===== config.mk =====
export PLATFORM = sky130hd
export DESIGN_NAME = date_validate_and_day_difference_unit_flat
export DESIGN_NICKNAME = d
export VERILOG_FILES = /design/src/rtl/dvdd_pkg.sv /design/src/rtl/dvdd_if.sv /design/src/rtl/dvdd_lane.sv /design/src/rtl/dvdd_merge.sv /design/src/rtl/date_validate_and_day_difference_unit.sv /design/src/flat_wrapper.sv
export SDC_FILE = /design/constraint.sdc
export NUM_CORES = 2
export LEC_CHECK = 0
export ABC_AREA = 1
export BUFFER_PORTS_ARGS = -buffer_cell sky130_fd_sc_hd__buf_2
export CORE_MARGIN = 2
export CORE_UTILIZATION = 60
export DETAILED_ROUTE_END_ITERATION = 6
export PLACE_DENSITY = 0.79
export RECOVER_POWER = 100
export SYNTH_ARGS = -nofsm -noshare
export SYNTH_HDL_FRONTEND = slang
export SYNTH_SLANG_ARGS = --single-unit

===== constraint.sdc =====
create_clock -name clk_i -period 15.66 [get_ports clk_i]
set_input_delay 0.783 -clock clk_i [delete_from_list [all_inputs] [get_ports clk_i]]
set_output_delay 0.783 -clock clk_i [all_outputs]
set_load 0.01 [all_outputs]

===== src/rtl/dvdd_pkg.sv =====
// -----------------------------------------------------------------------------
// dvdd_pkg
// Shared types, constants and calendar helpers for the date check and
// day count unit.
// -----------------------------------------------------------------------------
package dvdd_pkg;

  localparam int unsigned DAY_W   = 6;
  localparam int unsigned MONTH_W = 4;
  localparam int unsigned YEAR_W  = 14;
  localparam int unsigned COUNT_W = 22;
  localparam int unsigned CODE_W  = 2;
  localparam int unsigned CFG_IDX_W = 2;
  // day number of 31 Dec 16383 is below 2^23
  localparam int unsigned DN_W    = 23;
  // quotient widths of year/100 and year/400 for years below 2^14 (+399)
  localparam int unsigned Q100_W  = 8;
  localparam int unsigned Q400_W  = 6;

  localparam logic [YEAR_W-1:0]  YEAR_LO_RST = 14'd2022;
  localparam logic [YEAR_W-1:0]  YEAR_HI_RST = 14'd2050;
  localparam logic [COUNT_W-1:0] COUNT_MAX   = {COUNT_W{1'b1}};

  localparam logic [CFG_IDX_W-1:0] REG_YEAR_LO = 2'd0;
  localparam logic [CFG_IDX_W-1:0] REG_YEAR_HI = 2'd1;

  localparam logic [MONTH_W-1:0] MONTH_FEB = 4'd2;
  localparam logic [MONTH_W-1:0] MONTH_DEC = 4'd12;

  typedef enum logic [CODE_W-1:0] {
    ST_OK         = 2'd0,
    ST_START_BAD  = 2'd1,
    ST_END_BAD    = 2'd2,
    ST_END_BEFORE = 2'd3
  } status_e;

  typedef enum logic [CODE_W-1:0] {
    ORD_EARLIER = 2'd0,
    ORD_EQUAL   = 2'd1,
    ORD_LATER   = 2'd2
  } order_e;

  // per-stage advance enables handed to each lane
  typedef struct packed {
    logic en_s1;
    logic en_s2;
  } lane_ctl_t;

  // what one lane found for its date
  typedef struct packed {
    logic            ok;
    logic [DN_W-1:0] day_num;
  } lane_res_t;

  // floor(x/100) for x < 25600 by reciprocal multiply (exact in this range)
  function automatic logic [Q100_W-1:0] div100(input logic [YEAR_W:0] x);
    logic [29:0] p;
    p = {15'd0, x} * 30'd20972;
    return p[28:21];
  endfunction

  function automatic logic [4:0] month_len(input logic [MONTH_W-1:0] m, input logic leap);
    logic [4:0] n;
    case (m)
      4'd2:                         n = leap ? 5'd29 : 5'd28;
      4'd4, 4'd6, 4'd9, 4'd11:      n = 5'd30;
      default:                      n = 5'd31;
    endcase
    return n;
  endfunction

  function automatic logic [8:0] days_before(input logic [MONTH_W-1:0] m);
    logic [8:0] n;
    case (m)
      4'd1:    n = 9'd0;
      4'd2:    n = 9'd31;
      4'd3:    n = 9'd59;
      4'd4:    n = 9'd90;
      4'd5:    n = 9'd120;
      4'd6:    n = 9'd151;
      4'd7:    n = 9'd181;
      4'd8:    n = 9'd212;
      4'd9:    n = 9'd243;
      4'd10:   n = 9'd273;
      4'd11:   n = 9'd304;
      4'd12:   n = 9'd334;
      default: n = 9'd0;
    endcase
    return n;
  endfunction

endpackage


===== src/rtl/dvdd_if.sv =====
// -----------------------------------------------------------------------------
// dvdd_if
// Valid/ready channels of the date check and day count unit.
// -----------------------------------------------------------------------------
interface dvdd_in_if;
  logic                        valid;
  logic                        ready;
  logic [dvdd_pkg::DAY_W-1:0]   start_day;
  logic [dvdd_pkg::MONTH_W-1:0] start_month;
  logic [dvdd_pkg::YEAR_W-1:0]  start_year;
  logic [dvdd_pkg::DAY_W-1:0]   end_day;
  logic [dvdd_pkg::MONTH_W-1:0] end_month;
  logic [dvdd_pkg::YEAR_W-1:0]  end_year;

  modport source (output valid, start_day, start_month, start_year,
                  end_day, end_month, end_year, input ready);
  modport sink   (input valid, start_day, start_month, start_year,
                  end_day, end_month, end_year, output ready);
endinterface

interface dvdd_out_if;
  logic                        valid;
  logic                        ready;
  logic [dvdd_pkg::COUNT_W-1:0] day_count;
  logic [dvdd_pkg::CODE_W-1:0]  status;
  logic [dvdd_pkg::CODE_W-1:0]  order;

  modport source (output valid, day_count, status, order, input ready);
  modport sink   (input valid, day_count, status, order, output ready);
endinterface

interface dvdd_cfg_if;
  logic                          valid;
  logic                          ready;
  logic [dvdd_pkg::CFG_IDX_W-1:0] index;
  logic [dvdd_pkg::YEAR_W-1:0]    data;

  modport source (output valid, index, data, input ready);
  modport sink   (input valid, index, data, output ready);
endinterface


===== src/rtl/dvdd_lane.sv =====
// -----------------------------------------------------------------------------
// dvdd_lane
// One date: range/month/day check and day number, two register stages.
// -----------------------------------------------------------------------------
module dvdd_lane (
  input  logic                          clk_i,
  input  dvdd_pkg::lane_ctl_t           ctl_i,
  input  logic [dvdd_pkg::DAY_W-1:0]    day_i,
  input  logic [dvdd_pkg::MONTH_W-1:0]  month_i,
  input  logic [dvdd_pkg::YEAR_W-1:0]   year_i,
  input  logic [dvdd_pkg::YEAR_W-1:0]   year_lo_i,
  input  logic [dvdd_pkg::YEAR_W-1:0]   year_hi_i,
  output dvdd_pkg::lane_res_t           res_o
);

  // stage 1: year quotients
  logic [dvdd_pkg::DAY_W-1:0]   day_q;
  logic [dvdd_pkg::MONTH_W-1:0] month_q;
  logic [dvdd_pkg::YEAR_W-1:0]  year_q;
  logic [dvdd_pkg::Q100_W-1:0]  qf100_q, qc100_q;
  logic [dvdd_pkg::Q400_W-1:0]  qc400_q;
  logic [dvdd_pkg::Q100_W-1:0]  qc400_full;

  assign qc400_full = dvdd_pkg::div100({1'b0, year_i} + 15'd399);

  always_ff @(posedge clk_i) begin
    if (ctl_i.en_s1) begin
      day_q   <= day_i;
      month_q <= month_i;
      year_q  <= year_i;
      qf100_q <= dvdd_pkg::div100({1'b0, year_i});
      qc100_q <= dvdd_pkg::div100({1'b0, year_i} + 15'd99);
      qc400_q <= qc400_full[dvdd_pkg::Q100_W-1:2];
    end
  end

  // stage 2: leap, validity, day number
  logic                      div100_by, leap, ok_d;
  logic [4:0]                mlen;
  logic [dvdd_pkg::DN_W-1:0] dn_d;
  logic [dvdd_pkg::YEAR_W:0] y_plus3;

  // ceil and floor of y/100 agree only when 100 divides y
  assign div100_by = (qc100_q == qf100_q);
  assign leap = div100_by ? (qf100_q[1:0] == 2'd0) : (year_q[1:0] == 2'd0);
  assign mlen = dvdd_pkg::month_len(month_q, leap);
  assign y_plus3 = {1'b0, year_q} + 15'd3;

  assign ok_d = (year_q >= year_lo_i) && (year_q <= year_hi_i)
             && (month_q != '0) && (month_q <= dvdd_pkg::MONTH_DEC)
             && (day_q != '0) && (day_q <= {1'b0, mlen});

  assign dn_d = (dvdd_pkg::DN_W'(year_q) * 23'd365)
              + dvdd_pkg::DN_W'(y_plus3[dvdd_pkg::YEAR_W:2])
              - dvdd_pkg::DN_W'(qc100_q)
              + dvdd_pkg::DN_W'(qc400_q)
              + dvdd_pkg::DN_W'(dvdd_pkg::days_before(month_q))
              + dvdd_pkg::DN_W'((month_q > dvdd_pkg::MONTH_FEB) && leap)
              + dvdd_pkg::DN_W'(day_q);

  always_ff @(posedge clk_i) begin
    if (ctl_i.en_s2) begin
      res_o.ok      <= ok_d;
      res_o.day_num <= dn_d;
    end
  end

endmodule


===== src/rtl/dvdd_merge.sv =====
// -----------------------------------------------------------------------------
// dvdd_merge
// Combines both lanes into status and saturated inclusive count; holds the
// output register.
// -----------------------------------------------------------------------------
module dvdd_merge (
  input  logic                          clk_i,
  input  logic                          en_i,
  input  dvdd_pkg::lane_res_t           start_i,
  input  dvdd_pkg::lane_res_t           end_i,
  input  dvdd_pkg::order_e              order_i,
  output logic [dvdd_pkg::COUNT_W-1:0]  day_count_o,
  output dvdd_pkg::status_e             status_o,
  output dvdd_pkg::order_e              order_o
);

  logic [dvdd_pkg::DN_W-1:0]    span;
  logic [dvdd_pkg::COUNT_W-1:0] count_d;
  dvdd_pkg::status_e            status_d;

  assign span = end_i.day_num - start_i.day_num + 23'd1;

  always_comb begin
    count_d = '0;
    if (!start_i.ok) begin
      status_d = dvdd_pkg::ST_START_BAD;
    end else if (!end_i.ok) begin
      status_d = dvdd_pkg::ST_END_BAD;
    end else if (order_i == dvdd_pkg::ORD_EARLIER) begin
      status_d = dvdd_pkg::ST_END_BEFORE;
    end else begin
      status_d = dvdd_pkg::ST_OK;
      count_d  = span[dvdd_pkg::DN_W-1] ? dvdd_pkg::COUNT_MAX
                                         : span[dvdd_pkg::COUNT_W-1:0];
    end
  end

  always_ff @(posedge clk_i) begin
    if (en_i) begin
      day_count_o <= count_d;
      status_o    <= status_d;
      order_o     <= order_i;
    end
  end

endmodule


===== src/rtl/date_validate_and_day_difference_unit.sv =====
// -----------------------------------------------------------------------------
// date_validate_and_day_difference_unit
// Gregorian check of a start and an end date, their order, and the
// inclusive day count between them.
// -----------------------------------------------------------------------------
//  channel  dir  payload                                   transfer
//  in_i     in   start/end day, month, year                valid & ready
//  out_o    out  day_count, status, order                  valid & ready
//  cfg_i    in   index (0 lowest year, 1 highest year), data  valid & ready
//
//  Two lanes (start, end) in parallel, three stages: year quotients, day
//  number and check, merge into the output register. One item per cycle
//  sustained while out_o is ready. Each stage moves when the next one is empty
//  or moving, so bubbles close up and a stalled output holds only what is
//  behind it. Reset empties the pipe and loads the year range 2022 to 2050.
// -----------------------------------------------------------------------------
module date_validate_and_day_difference_unit (
  input  logic       clk_i,
  input  logic       rst_ni,
  dvdd_in_if.sink    in_i,
  dvdd_out_if.source out_o,
  dvdd_cfg_if.sink   cfg_i
);

  logic [dvdd_pkg::YEAR_W-1:0] year_lo_q, year_hi_q;

  assign cfg_i.ready = 1'b1;

  always_ff @(posedge clk_i or negedge rst_ni) begin
    if (!rst_ni) begin
      year_lo_q <= dvdd_pkg::YEAR_LO_RST;
      year_hi_q <= dvdd_pkg::YEAR_HI_RST;
    end else if (cfg_i.valid) begin
      unique case (cfg_i.index)
        dvdd_pkg::REG_YEAR_LO: year_lo_q <= cfg_i.data;
        dvdd_pkg::REG_YEAR_HI: year_hi_q <= cfg_i.data;
        default: ;
      endcase
    end
  end

  // pipeline occupancy
  logic v1_q, v2_q, v3_q;
  logic en1, en2, en3;
  dvdd_pkg::lane_ctl_t ctl;

  assign en3 = !v3_q || out_o.ready;
  assign en2 = !v2_q || en3;
  assign en1 = !v1_q || en2;
  assign ctl.en_s1 = en1;
  assign ctl.en_s2 = en2;
  assign in_i.ready = en1;

  always_ff @(posedge clk_i or negedge rst_ni) begin
    if (!rst_ni) begin
      v1_q <= 1'b0;
      v2_q <= 1'b0;
      v3_q <= 1'b0;
    end else begin
      if (en1) v1_q <= in_i.valid;
      if (en2) v2_q <= v1_q;
      if (en3) v3_q <= v2_q;
    end
  end

  // order compares the raw fields, year then month then day
  logic [dvdd_pkg::YEAR_W+9:0] skey, ekey;
  dvdd_pkg::order_e            ord_d, ord1_q, ord2_q;

  assign skey = {in_i.start_year, in_i.start_month, in_i.start_day};
  assign ekey = {in_i.end_year, in_i.end_month, in_i.end_day};

  always_comb begin
    if (ekey < skey)       ord_d = dvdd_pkg::ORD_EARLIER;
    else if (ekey == skey) ord_d = dvdd_pkg::ORD_EQUAL;
    else                   ord_d = dvdd_pkg::ORD_LATER;
  end

  always_ff @(posedge clk_i) begin
    if (en1) ord1_q <= ord_d;
    if (en2) ord2_q <= ord1_q;
  end

  dvdd_pkg::lane_res_t start_res, end_res;

  dvdd_lane u_lane_start (
    .clk_i     (clk_i),
    .ctl_i     (ctl),
    .day_i     (in_i.start_day),
    .month_i   (in_i.start_month),
    .year_i    (in_i.start_year),
    .year_lo_i (year_lo_q),
    .year_hi_i (year_hi_q),
    .res_o     (start_res)
  );

  dvdd_lane u_lane_end (
    .clk_i     (clk_i),
    .ctl_i     (ctl),
    .day_i     (in_i.end_day),
    .month_i   (in_i.end_month),
    .year_i    (in_i.end_year),
    .year_lo_i (year_lo_q),
    .year_hi_i (year_hi_q),
    .res_o     (end_res)
  );

  dvdd_pkg::status_e status;
  dvdd_pkg::order_e  order;

  dvdd_merge u_merge (
    .clk_i       (clk_i),
    .en_i        (en3),
    .start_i     (start_res),
    .end_i       (end_res),
    .order_i     (ord2_q),
    .day_count_o (out_o.day_count),
    .status_o    (status),
    .order_o     (order)
  );

  assign out_o.valid  = v3_q;
  assign out_o.status = status;
  assign out_o.order  = order;

endmodule


===== src/flat_wrapper.sv =====
// flat-port wrapper written by rule: the top's interface ports become plain ports
module date_validate_and_day_difference_unit_flat 
  (clk_i, rst_ni, in_i_valid, in_i_start_day, in_i_start_month, in_i_start_year, in_i_end_day, in_i_end_month, in_i_end_year, in_i_ready, out_o_valid, out_o_day_count, out_o_status, out_o_order, out_o_ready, cfg_i_valid, cfg_i_index, cfg_i_data, cfg_i_ready);
  dvdd_in_if in_i_i ();
  dvdd_out_if out_o_i ();
  dvdd_cfg_if cfg_i_i ();
  input  logic clk_i;
  input  logic rst_ni;
  input wire logic [$bits(in_i_i.valid)-1:0] in_i_valid;
  input wire logic [$bits(in_i_i.start_day)-1:0] in_i_start_day;
  input wire logic [$bits(in_i_i.start_month)-1:0] in_i_start_month;
  input wire logic [$bits(in_i_i.start_year)-1:0] in_i_start_year;
  input wire logic [$bits(in_i_i.end_day)-1:0] in_i_end_day;
  input wire logic [$bits(in_i_i.end_month)-1:0] in_i_end_month;
  input wire logic [$bits(in_i_i.end_year)-1:0] in_i_end_year;
  output wire logic [$bits(in_i_i.ready)-1:0] in_i_ready;
  output wire logic [$bits(out_o_i.valid)-1:0] out_o_valid;
  output wire logic [$bits(out_o_i.day_count)-1:0] out_o_day_count;
  output wire logic [$bits(out_o_i.status)-1:0] out_o_status;
  output wire logic [$bits(out_o_i.order)-1:0] out_o_order;
  input wire logic [$bits(out_o_i.ready)-1:0] out_o_ready;
  input wire logic [$bits(cfg_i_i.valid)-1:0] cfg_i_valid;
  input wire logic [$bits(cfg_i_i.index)-1:0] cfg_i_index;
  input wire logic [$bits(cfg_i_i.data)-1:0] cfg_i_data;
  output wire logic [$bits(cfg_i_i.ready)-1:0] cfg_i_ready;
  assign in_i_i.valid = in_i_valid;
  assign in_i_i.start_day = in_i_start_day;
  assign in_i_i.start_month = in_i_start_month;
  assign in_i_i.start_year = in_i_start_year;
  assign in_i_i.end_day = in_i_end_day;
  assign in_i_i.end_month = in_i_end_month;
  assign in_i_i.end_year = in_i_end_year;
  assign in_i_ready = in_i_i.ready;
  assign out_o_valid = out_o_i.valid;
  assign out_o_day_count = out_o_i.day_count;
  assign out_o_status = out_o_i.status;
  assign out_o_order = out_o_i.order;
  assign out_o_i.ready = out_o_ready;
  assign cfg_i_i.valid = cfg_i_valid;
  assign cfg_i_i.index = cfg_i_index;
  assign cfg_i_i.data = cfg_i_data;
  assign cfg_i_ready = cfg_i_i.ready;
  date_validate_and_day_difference_unit u_core (.clk_i(clk_i), .rst_ni(rst_ni), .in_i(in_i_i), .out_o(out_o_i), .cfg_i(cfg_i_i));
endmodule

==> metrics.cfg <==
[worst_setup_path]
cp_slowest_stage_delay_ns=2.72
worst_path_max_delay_cell=clkbuf_1
r2r-start=u_core.out_o.valid
setup.worst_path.end_class=flop
crit_chain=nand3_2, clkbuf_1, nor2_1, clkinvlp_2, clkbuf_1, o21ai_0, inv_1, nor2_1, inv_1, o21ai_0
critical_path.startpoint_type=flop
worstPathMaxFanout=67
r2r_setup_slk_ns=6.89
critPathArrivalTime_ns=9.20
crit_start=u_core.out_o.valid
ff2ff_path_depth=10
required_ns=16.09
timing.setup.critical_path_class=flop to flop

[placed_design]
place.port_buffers=96
dpl.hpwl_um=101000
gpl.final_weighted_congestion=0.989

[timing]
finalMaxSlewViolations=198
fin_crit_ns=8.77
finalSetupViolations=0
final.setup_skew_ns=0.0260
finalSetupTns_ns=0
setup_repair_after_global_routing_missed_its_margin=no
max_freq_mhz=114
timing_hold_violations_final=0
slew-limit-headroom=-1.52
worst_slew_pin_tran_ns=3.78
layout_worst_path_cycle_share=0.560

[grt]
maximum_number_of_pins_on_one_net_before_global_route_repair=68
first_pass_grt_wire_length_um=191000
first_global_vias=37638
grt.total_usage=0.296
initial_antenna_violation_count=12
global_route.overflow_total=0

[floorplanning]
floorplan.die.width_um=283
coreArea_um2=77300
fp-row-count=102
fp.dieArea_um2=80400
start_util=0.606
ios=98
die_y_um=283

[cells_and_area]
layout-drive-gt1-share=0.0190
final-seq-area_um2=6250
final.fill_count=6659
multi_input_comb_area_um2=34700
nNetsFinal=7314
area_growth_syn_to_layout_pct=5.32

[yosys]
number_of_distinct_standard_cells_referenced_by_the_synthesized_netlist=52
mean_instance_size_in_the_synthesized_netlist_um2=8.43
synth.ff_latch_count=219
yosysTopAreaCellShare=0.265
ffs_w_async_s_r_synth=0.142
netlist_area_um2=46900
ys_dominant_reg_cell=edfxtp_1
synth_edf_count=170
synth_cells=5559
synth.top_cells.by_area=ha_1 27%, fa_1 25%, inv_1 12%
syn-num-nets=7196
synthesis.yosys.warnings=0
netlist.top_cell.by_area=ha_1
synth_sequential_area_ratio=0.133

[clocking]
cts_max_path_buffers=3
post_cts_resize_count=0
cts.repair_timing.setup_buffer_count=0
cts_sinks=219
ctsHoldBuffers=0
worst_skew_pair_later_pin_latency_ns=0.58
cts-root-buf=clkbuf_16
htreeDepth=1
cts.reportedPaths.clkPinSlew_ns=0.07
tritoncts=yes
numCtsBuffers=26

[route]
vias_per_cell=5.30
drc=0
ant_nets=0
drt_pre_antenna_iters=6
routed_wirelength_um=116000
drt_iter0_markers=2399
vias=35729
drt-wirelength-per-cell_um=17.2

[run]
max-cap-violations=4

[hold_path]
worstHoldPathType=primary input to flop

[run_status]
outcome=finished with violations
violations_in_the_final_reports=max-capacitance violations, max-slew violations

==> per-stage QoR <==
stage | std cells | instance area [µm²] | worst slack [ns] | hold WS (ns) | util
after CTS | 6737 | 49500 | 8.97 | 0.298 | 0.640
final | 6741 | 49400 | 6.89 | 0.410 | 0.638
after global routing | 6741 | 49400 | 5.87 | 0.411 | 0.638
after floorplan | 5559 | 46900 | 9.42 | 0.400 | -
after global placement | 6689 | 48600 | 8.54 | 0.434 | 0.628
after detailed placement | 6689 | 48600 | 8.33 | 0.439 | 0.628
==> layout by cell type (no fill, tap or decap), types with 59 or more instances in the layout <==
| master | n |
|---|---|
| inv_1 | 1552 |
| ha_1 | 994 |
| nand2_1 | 933 |
| fa_1 | 574 |
| nor2_1 | 282 |
| a21oi_1 | 211 |
| nand3_1 | 196 |
| edfxtp_1 | 170 |
| o21ai_0 | 128 |
| xor2_1 | 119 |
| clkbuf_1 | 81 |
| nand4_1 | 59 |
==> synthesized netlist by cell type, types with 45 or more instances <==
| cell type | count |
|---|---|
| nand2_1 | 932 |
| ha_1 | 994 |
| fa_1 | 574 |
| nand3_1 | 195 |
| nor3_1 | 45 |
| o21ai_0 | 125 |
| nor2_1 | 280 |
| nand4_1 | 59 |
| xnor2_1 | 47 |
| inv_1 | 1551 |
| edfxtp_1 | 170 |
| xor2_1 | 119 |
| a21oi_1 | 211 |
==> cell type report <==
| class | count | share of cell area |
|---|---|---|
| Antenna cell | 4 | 0.000203 |
| Clock buffer | 30 | 0.0139 |
| Clock inverter | 18 | 0.00398 |
| Inverter | 1558 | 0.119 |
| Multi-Input combinational cell | 3773 | 0.702 |
| Sequential cell | 219 | 0.127 |
| Tap cell | 1040 | 0.0264 |
| Timing Repair Buffer | 99 | 0.00809 |
==> cell families after synthesis <==
family                   share of synthesized area
buffers and inverters                        0.126
other                                    0.0000800
XOR/XNOR                                    0.0332
adder cells (fa/ha/maj)                      0.511
AND/OR/NAND/NOR                              0.139
flip-flops                                   0.133
AO/OA/AOI/OAI                               0.0570
==> state kept, by name (all words and copies together), names as in the netlist, 4 cells and up, named ones only <==
name,count
u_core.u_lane_end.qf100_q,8
u_core.year_lo_q,14
u_core.u_lane_start.day_q,6
u_core.year_hi_q,14
u_core.u_lane_end.year_q,14
u_core.u_lane_start.res_o,24
u_core.u_lane_start.qc400_q,6
u_core.u_lane_end.qc400_q,6
u_core.u_merge.day_count_o,22
u_core.u_lane_end.res_o,24
u_core.u_lane_start.month_q,4
u_core.u_lane_start.qc100_q,8
u_core.u_lane_start.qf100_q,8
u_core.u_lane_end.qc100_q,8
u_core.u_lane_start.year_q,14
u_core.u_lane_end.month_q,4
u_core.u_lane_end.day_q,6
==> worst max-delay path: cells and delay by family (launching register included) <==
kind            cells  cell delay (ns)
compound gates      2             1.18
simple gates        3             0.48
flops               1             0.40
buf+inv             5             6.48
==> metal layers <==
metal | global-route usage | routed length (µm) | up-vias | part of all wire
met3 | 0.0469 | 8230 | 231 | 0.071
li1 | - | - | 17424 | -
met1 | 0.397 | 50600 | 17043 | 0.44
met2 | 0.497 | 53200 | 1021 | 0.46
met4 | 0.0847 | 3870 | 10 | 0.033
met5 | 0 | 54 | - | 0.00047
==> worst min-delay path by stage <==
stage                                      endpoint  slack [ns]              from  depth (start not counted)
after floorplan                    u_core.ord2_q[0]        0.40  u_core.ord1_q[0]                          0
after global placement    u_core.u_merge.order_o[0]        0.43  u_core.ord2_q[0]                          0
after detailed placement  u_core.u_merge.order_o[1]        0.44  u_core.ord2_q[1]                          0
after CTS                        u_core.out_o.valid        0.30            rst_ni                          1
after global routing                    u_core.v1_q        0.41        in_i_valid                          2
final                                   u_core.v1_q        0.41        in_i_valid                          2
Power is not shown: default switching activity piles up to over one toggle a cycle in this logic, so the estimate is an artifact.
